### src/rtl/core/maf_pkg.sv
// Shared types and constants for the moving average filter.
// Used by the serial divider and the top level; depends on nothing.
package maf_pkg;

  // Width and reset value of the window length register.
  localparam int WINDOW_BITS  = 7;
  localparam int WINDOW_RESET = 8;

  // Status of the serial divider as seen by the sequencer.
  typedef struct packed {
    logic busy;
    logic done;
  } maf_div_status_t;

endpackage

### src/rtl/core/maf_ram.sv
// Generic single-write, single-read RAM with registered read data.
// Used for the sample store of the moving average filter; no dependencies.
module maf_ram #(
  parameter int WIDTH = 16,
  parameter int DEPTH = 64
) (
  input  logic                     clk,
  input  logic                     we,
  input  logic [$clog2(DEPTH)-1:0] waddr,
  input  logic [WIDTH-1:0]         wdata,
  input  logic                     re,
  input  logic [$clog2(DEPTH)-1:0] raddr,
  output logic [WIDTH-1:0]         rdata
);

  logic [WIDTH-1:0] mem [DEPTH];

  always_ff @(posedge clk) begin
    if (we) begin
      mem[waddr] <= wdata;
    end
    if (re) begin
      rdata <= mem[raddr];
    end
  end

endmodule

### src/rtl/core/maf_div.sv
// Restoring serial divider: signed dividend by unsigned divisor, one quotient
// bit per cycle, quotient truncated toward zero. Depends on maf_pkg.
module maf_div #(
  parameter int NUM_W = 22,
  parameter int DEN_W = 7
) (
  input  logic                    clk,
  input  logic                    rst,
  input  logic                    start,
  input  logic signed [NUM_W-1:0] num,
  input  logic [DEN_W-1:0]        den,
  output logic signed [NUM_W-1:0] quot,
  output maf_pkg::maf_div_status_t status
);
  import maf_pkg::*;

  localparam int CNT_W = $clog2(NUM_W + 1);

  logic             busy;
  logic             done;
  logic [CNT_W-1:0] cnt;
  logic [NUM_W-1:0] dvd;
  logic [DEN_W-1:0] rem;
  logic             neg;

  logic [DEN_W:0]   trial;
  logic             fits;

  // Shift the next dividend bit into the partial remainder and try the divisor.
  assign trial = {rem, dvd[NUM_W-1]};
  assign fits  = trial >= {1'b0, den};

  always_ff @(posedge clk) begin
    if (rst) begin
      busy <= 1'b0;
      done <= 1'b0;
      cnt  <= '0;
    end else begin
      done <= 1'b0;
      if (start) begin
        busy <= 1'b1;
        cnt  <= CNT_W'(NUM_W);
      end else if (busy) begin
        cnt <= cnt - 1'b1;
        if (cnt == CNT_W'(1)) begin
          busy <= 1'b0;
          done <= 1'b1;
        end
      end
    end
  end

  // The dividend register fills with quotient bits from the bottom as it shifts.
  always_ff @(posedge clk) begin
    if (start) begin
      neg <= num[NUM_W-1];
      dvd <= num[NUM_W-1] ? (~num + 1'b1) : num;
      rem <= '0;
    end else if (busy) begin
      rem <= fits ? DEN_W'(trial - {1'b0, den}) : trial[DEN_W-1:0];
      dvd <= {dvd[NUM_W-2:0], fits};
    end
  end

  assign quot        = neg ? -$signed(dvd) : $signed(dvd);
  assign status.busy = busy;
  assign status.done = done;

endmodule

### src/rtl/core/moving_average_filter_unit.sv
// Boxcar moving average with a running sum and a circular sample store.
// Steps: a word is accepted in S_IDLE, the oldest sample is taken off the sum in
// S_SUB once the window is full, the new one is added in S_ADD, and from S_START
// on the serial divider divides the sum by the fill count, one quotient bit per cycle.
// A new word is taken only once the previous division is done; a mean
// still waiting at the output holds the next division back until it is taken.
// Reset: synchronous; window length returns to 8 and the history is cleared.
module moving_average_filter_unit #(
  parameter int MAX_WINDOW  = 64,
  parameter int SAMPLE_BITS = 16
) (
  input  logic                              clk,
  input  logic                              rst,
  input  logic                              in_valid,
  output logic                              in_ready,
  input  logic signed [SAMPLE_BITS-1:0]     sample,
  output logic                              out_valid,
  input  logic                              out_ready,
  output logic signed [SAMPLE_BITS-1:0]     mean,
  input  logic                              window_length_we,
  input  logic [maf_pkg::WINDOW_BITS-1:0]   window_length
);
  import maf_pkg::*;

  localparam int POS_W = $clog2(MAX_WINDOW);
  localparam int CNT_W = $clog2(MAX_WINDOW + 1);
  localparam int SUM_W = SAMPLE_BITS + $clog2(MAX_WINDOW);
  localparam int WIN_RESET = (WINDOW_RESET > MAX_WINDOW) ? MAX_WINDOW : WINDOW_RESET;

  typedef enum logic [4:0] {
    S_IDLE  = 5'b00001,
    S_SUB   = 5'b00010,
    S_ADD   = 5'b00100,
    S_START = 5'b01000,
    S_DIV   = 5'b10000
  } state_t;

  state_t state;
  state_t state_next;

  logic [CNT_W-1:0]              win;
  logic [CNT_W-1:0]              win_eff;
  logic [POS_W-1:0]              pos;
  logic [CNT_W-1:0]              count;
  logic signed [SUM_W-1:0]       sum;
  logic signed [SAMPLE_BITS-1:0] sample_r;
  logic                          result_held;

  logic                          full;
  logic [CNT_W-1:0]              pos_inc;
  logic [SAMPLE_BITS-1:0]        old_sample;
  logic signed [SUM_W-1:0]       old_ext;
  logic signed [SUM_W-1:0]       new_ext;
  logic                          in_fire;
  logic                          load_out;
  logic                          div_start;
  logic signed [SUM_W-1:0]       div_quot;
  maf_div_status_t               div_stat;

  assign in_ready  = (state == S_IDLE);
  assign in_fire   = in_valid && in_ready;
  assign full      = count >= win;
  assign pos_inc   = CNT_W'(pos) + CNT_W'(1);
  assign old_ext   = {{(SUM_W - SAMPLE_BITS){old_sample[SAMPLE_BITS-1]}}, old_sample};
  assign new_ext   = {{(SUM_W - SAMPLE_BITS){sample_r[SAMPLE_BITS-1]}}, sample_r};
  // The divider is only restarted once its previous quotient has left for the output.
  assign div_start = (state == S_START) && !result_held;
  // The quotient moves to the output register once that register is free.
  assign load_out  = result_held && (!out_valid || out_ready);

  // A zero window acts as one, and anything above the store depth is clamped.
  always_comb begin
    if (window_length == '0) begin
      win_eff = CNT_W'(1);
    end else if (32'(window_length) > MAX_WINDOW) begin
      win_eff = CNT_W'(MAX_WINDOW);
    end else begin
      win_eff = CNT_W'(window_length);
    end
  end

  always_comb begin
    state_next = state;
    unique case (state)
      S_IDLE:  if (in_fire) state_next = S_SUB;
      S_SUB:   state_next = S_ADD;
      S_ADD:   state_next = S_START;
      S_START: if (!result_held) state_next = S_DIV;
      S_DIV:   if (div_stat.done) state_next = S_IDLE;
      default: state_next = S_IDLE;
    endcase
  end

  always_ff @(posedge clk) begin
    if (rst) begin
      state       <= S_IDLE;
      win         <= CNT_W'(WIN_RESET);
      pos         <= '0;
      count       <= '0;
      sum         <= '0;
      out_valid   <= 1'b0;
      result_held <= 1'b0;
    end else begin
      state <= state_next;
      if (window_length_we) begin
        win   <= win_eff;
        pos   <= '0;
        count <= '0;
        sum   <= '0;
      end else if (state == S_SUB) begin
        if (full) begin
          sum <= sum - old_ext;
        end
      end else if (state == S_ADD) begin
        sum   <= sum + new_ext;
        count <= full ? win : count + CNT_W'(1);
        pos   <= (pos_inc >= win) ? '0 : pos_inc[POS_W-1:0];
      end

      if (state == S_DIV && div_stat.done) begin
        result_held <= 1'b1;
      end else if (load_out) begin
        result_held <= 1'b0;
      end

      if (load_out) begin
        out_valid <= 1'b1;
      end else if (out_ready) begin
        out_valid <= 1'b0;
      end
    end
  end

  // The divider holds its quotient until the next start, so the output register
  // can pick it up late while the next word is already being taken.
  always_ff @(posedge clk) begin
    if (in_fire) begin
      sample_r <= sample;
    end
    if (load_out) begin
      mean <= div_quot[SAMPLE_BITS-1:0];
    end
  end

  maf_ram #(
    .WIDTH (SAMPLE_BITS),
    .DEPTH (MAX_WINDOW)
  ) u_store (
    .clk   (clk),
    .we    (state == S_ADD),
    .waddr (pos),
    .wdata (sample_r),
    .re    (in_fire),
    .raddr (pos),
    .rdata (old_sample)
  );

  maf_div #(
    .NUM_W (SUM_W),
    .DEN_W (CNT_W)
  ) u_div (
    .clk    (clk),
    .rst    (rst),
    .start  (div_start),
    .num    (sum),
    .den    (count),
    .quot   (div_quot),
    .status (div_stat)
  );

  // A new division must never start while the previous one still runs, and it
  // must never start while the previous quotient has not yet reached the output.
  a_start_free: assert property (@(posedge clk) disable iff (rst)
    div_start |-> (!div_stat.busy && !result_held))
    else $error("divider started while busy or quotient not yet delivered");

  a_count_bound: assert property (@(posedge clk) disable iff (rst)
    (count <= win) && (win != '0))
    else $error("fill count exceeds the window");

  a_pos_bound: assert property (@(posedge clk) disable iff (rst)
    CNT_W'(pos) < win)
    else $error("write position outside the window");

  a_out_source: assert property (@(posedge clk) disable iff (rst)
    $rose(out_valid) |-> $past(result_held))
    else $error("result word raised without a finished division");

endmodule
### config.mk
export PLATFORM = sky130hd
export DESIGN_NAME = moving_average_filter_unit
export DESIGN_NICKNAME = d
export VERILOG_FILES = /design/src/rtl/core/maf_pkg.sv /design/src/rtl/core/maf_ram.sv /design/src/rtl/core/maf_div.sv /design/src/rtl/core/moving_average_filter_unit.sv
export SDC_FILE = /design/constraint.sdc
export NUM_CORES = 1
export LEC_CHECK = 0
export ABC_CLOCK_PERIOD_IN_PS = 4150
export BUFFER_PORTS_ARGS = -buffer_cell sky130_fd_sc_hd__buf_2
export CAP_MARGIN = 20
export CORE_ASPECT_RATIO = 1.2
export CORE_MARGIN = 5
export CORE_UTILIZATION = 57
export DETAILED_ROUTE_END_ITERATION = 16
export PLACE_DENSITY = 0.74
export SYNTH_ARGS = -nofsm -noshare
export SYNTH_HDL_FRONTEND = slang
export SYNTH_SLANG_ARGS = --single-unit
### constraint.sdc
create_clock -name clk -period 4.15 [get_ports clk]
set_input_delay 0.2075 -clock clk [delete_from_list [all_inputs] [get_ports clk]]
set_output_delay 0.2075 -clock clk [all_outputs]
set_load 0.02 [all_outputs]
==> impl_metrics.tcl <==
set metrics [dict create \
    place_congestion 0.951 \
    slew_headroom_pct 18.2 \
    setup-violations-final 0 \
    ys_types 69 \
    grt_pass1_wl_mm 186 \
    leakage_uw 0.0173 \
    period_minus_slack_ps 3870 \
    grt_antenna_before_repair 1 \
    critPathKind "reg2reg" \
    timing.final.hold_violations 0 \
    root_buffer "clkbuf_16" \
    finish.net_count 3233 \
    rows 115 \
    syn_area_per_cell_um2 16.0 \
    core_um2 82000 \
    yosysMostFrequentCell "edfxtp_1" \
    finalMaxSlewViolations 0 \
    required_ps 4730 \
    drcViolationCount 0 \
    die_w_um 272 \
    synth_ff_type "edfxtp_1" \
    synth-edff-count 1095 \
    dp_hpwl_mm 77.5 \
    clock-sinks 1158 \
    finalSetupTns_ps 0 \
    drive_gt1_share_pct 18.5 \
    cts.htree.levels 3 \
    worst_slack_ps 279 \
    fmax_mhz 258 \
    io_buffers 45 \
    dp.cells 4070 \
    grt_max_degree 68 \
    synthAdderAreaFrac_pct 1.39 \
    dr.first_iter.drc_count 3388 \
    fin_crit_sh_pct 93.3 \
    gr-total-overflow 0 \
    fin_cells 4298 \
    hp-class "in2reg" \
    synth_top_family_by_area "compound AO/OA/AOI/OAI gates" \
    clock_latency_ps 690 \
    synth_xor_area_share_pct 1.30 \
    synth_top_area_share_pct 69.8 \
    dieArea_um2 88500 \
    syn-instance-count 2948 \
    critPathArrivalTime_ps 4450 \
    grt_pass1_vias 28592 \
    firstDrtPassIters 6 \
    max-vdd-ir-drop_uv 325 \
    cts_tree "yes" \
    numCtsBuffers 106 \
    routed_wl_mm 127 \
    fp.dieH_um 325 \
    worst-slew-pin-transition_ps 1220 \
    num_vias 28438 \
    clockBufferDepth 3 \
    start_kind "flop" \
    cp_max_fo 6 \
    finalClockSkew_ps 37.3 \
    wire_per_inst_um 29.5 \
    mappedNetlistArea_um2 47100 \
    seq_area_frac_synth_pct 72.5 \
    grt_usage_pct 28.3 \
    netlist_top_cells_count "edfxtp_1 (1095), nor2_1 (224), a21oi_1 (208)" \
    max_cap_viol_count 0 \
    rsz0062_at_grt "false" \
    synth_compound_area_share_pct 9.28 \
    syn_to_final_growth_pct 13.7 \
    synth-seq-cells 1158 \
    syn_nets 3027 \
    initial_utilization_pct 57.4 \
    pwr_density_cell_nw_per_um2 451 \
    via_per_inst 6.62 \
    synthMuxAreaShare_pct 8.64 \
    fin_area_um2 53600 \
    clk_pin_slew_worst_paths_ps 60 \
    synth_largest_area_cell "edfxtp_1" \
    synth-simple-area-share_pct 5.07 \
    place_worst_setup_slack_ps 218 \
    synthArstFlopShare_pct 0 \
    placed_area_um2 49700 \
    status "finished, final reports clean" \
    finalPower_uw 24100 \
    crit_path_end_kind "flop" \
    ios 46 \
    synth_top_cells_by_area "edfxtp_1 (70%), mux4_2 (5.0%), dfxtp_1 (2.7%)" \
    n_antenna_cell 0 \
    ys.warnings.count 0 \
    ant_nets 0 \
]
sequential cells by signal, indices dropped and copies added, names as in the netlist:
signal and count:
mean 16, sum 22, u_div.done 1, result_held 1, pos 6, state 5
u_store.mem 1024, u_store.rdata 16, win 7, u_div.busy 1, count 7, u_div.dvd 22
u_div.rem 7, out_valid 1, u_div.neg 1, sample_r 16, u_div.cnt 5
final timing paths:
check                                 start                        end  slack (ps)  cells past startpoint
setup / recovery      sample_r[8]$_DFFE_PP_       sum[19]$_SDFFE_PP0P_         280                     15
hold / removal             window_length_we        win[5]$_SDFFE_PP0P_          40                      5
setup reg to reg      sample_r[8]$_DFFE_PP_       sum[19]$_SDFFE_PP0P_         280                     15
hold reg to reg   u_div.rem[6]$_SDFFE_PP0P_  u_div.rem[6]$_SDFFE_PP0P_         490                      2
cells in the final DEF (no fill, tap or decap), drive strengths merged, types with 25 or more instances in the layout:
cell type / n
mux4: 104
dfxtp: 63
edfxtp: 1095
clkbuf: 131
a22oi: 85
mux2: 59
dlygate4sd3: 29
clkinv: 47
o21ai: 112
a21oi: 209
o22ai: 42
xnor2: 36
nor2: 224
inv: 35
buf: 243
nand2: 135
mux2i: 106
a22o: 25
a221oi: 74
nor3: 25
ha: 49
xor2: 34
a211oi: 29
power by group:
group	total (uW)	leakage (uW)	switching, uW	internal, uW
logic	1030	0.00516	771	264
registers	13100	0.0104	59.3	13000
clock network	10000	0.00174	4260	5750
routing by layer:
| layer | wire length, um | global-route usage, % |
|---|---|---|
| met5 | 0 | 0 |
| met1 | 43000 | 34.8 |
| met2 | 62400 | 46.8 |
| met4 | 8450 | 15.9 |
| met3 | 12900 | 6.13 |
critical path: stages (launching register included):
cell	delay, ps
edfxtp_1	400
or3_4	420
or4_4	420
or2_4	280
nor4_4	330
o21ai_1	120
o21ai_1	100
ha_1	330
and2_4	200
a221o_1	310
a21o_1	180
a21oi_2	130
or2_4	120
o311ai_1	100
xnor2_1	150
a211oi_1	190
logic make-up (layout without fill, tap and decap cells):
kind of cell / after synthesis / count (layout)
buf+inv: 207 / 504
compound gates: 672 / 672
flops: 1158 / 1158
xor+xnor: 70 / 70
fa+ha+maj: 51 / 51
simple gates: 521 / 521
mux: 269 / 269
metrics by stage:
step                      util, %  hold slack (ps)
final                        65.3             43.9
after global routing         65.3             60.7
after CTS                    65.3             10.2
after detailed placement     60.6              386
after global placement       60.6              386
after floorplan                 -              291
timing repair:
item | 4_1_cts | 5_1_grt
setup endpoints to repair | 0 | 1
buffers inserted | 0 | 0
hold buffers | 29 | 0
hold endpoints to repair | 33 | 0
resized for setup | 0 | 1
layout make-up:
cell class / instances / area [um^2]
multi-input combinational: 1583 / 12200
clock inverter: 68 / 749
tap: 1053 / 1320
clock buffer: 131 / 2840
inverter: 33 / 124
fill: 5514 / 28500
sequential: 1158 / 34200
timing repair buffer: 272 / 2190
Note: power is estimated with default switching activity, not from simulation.
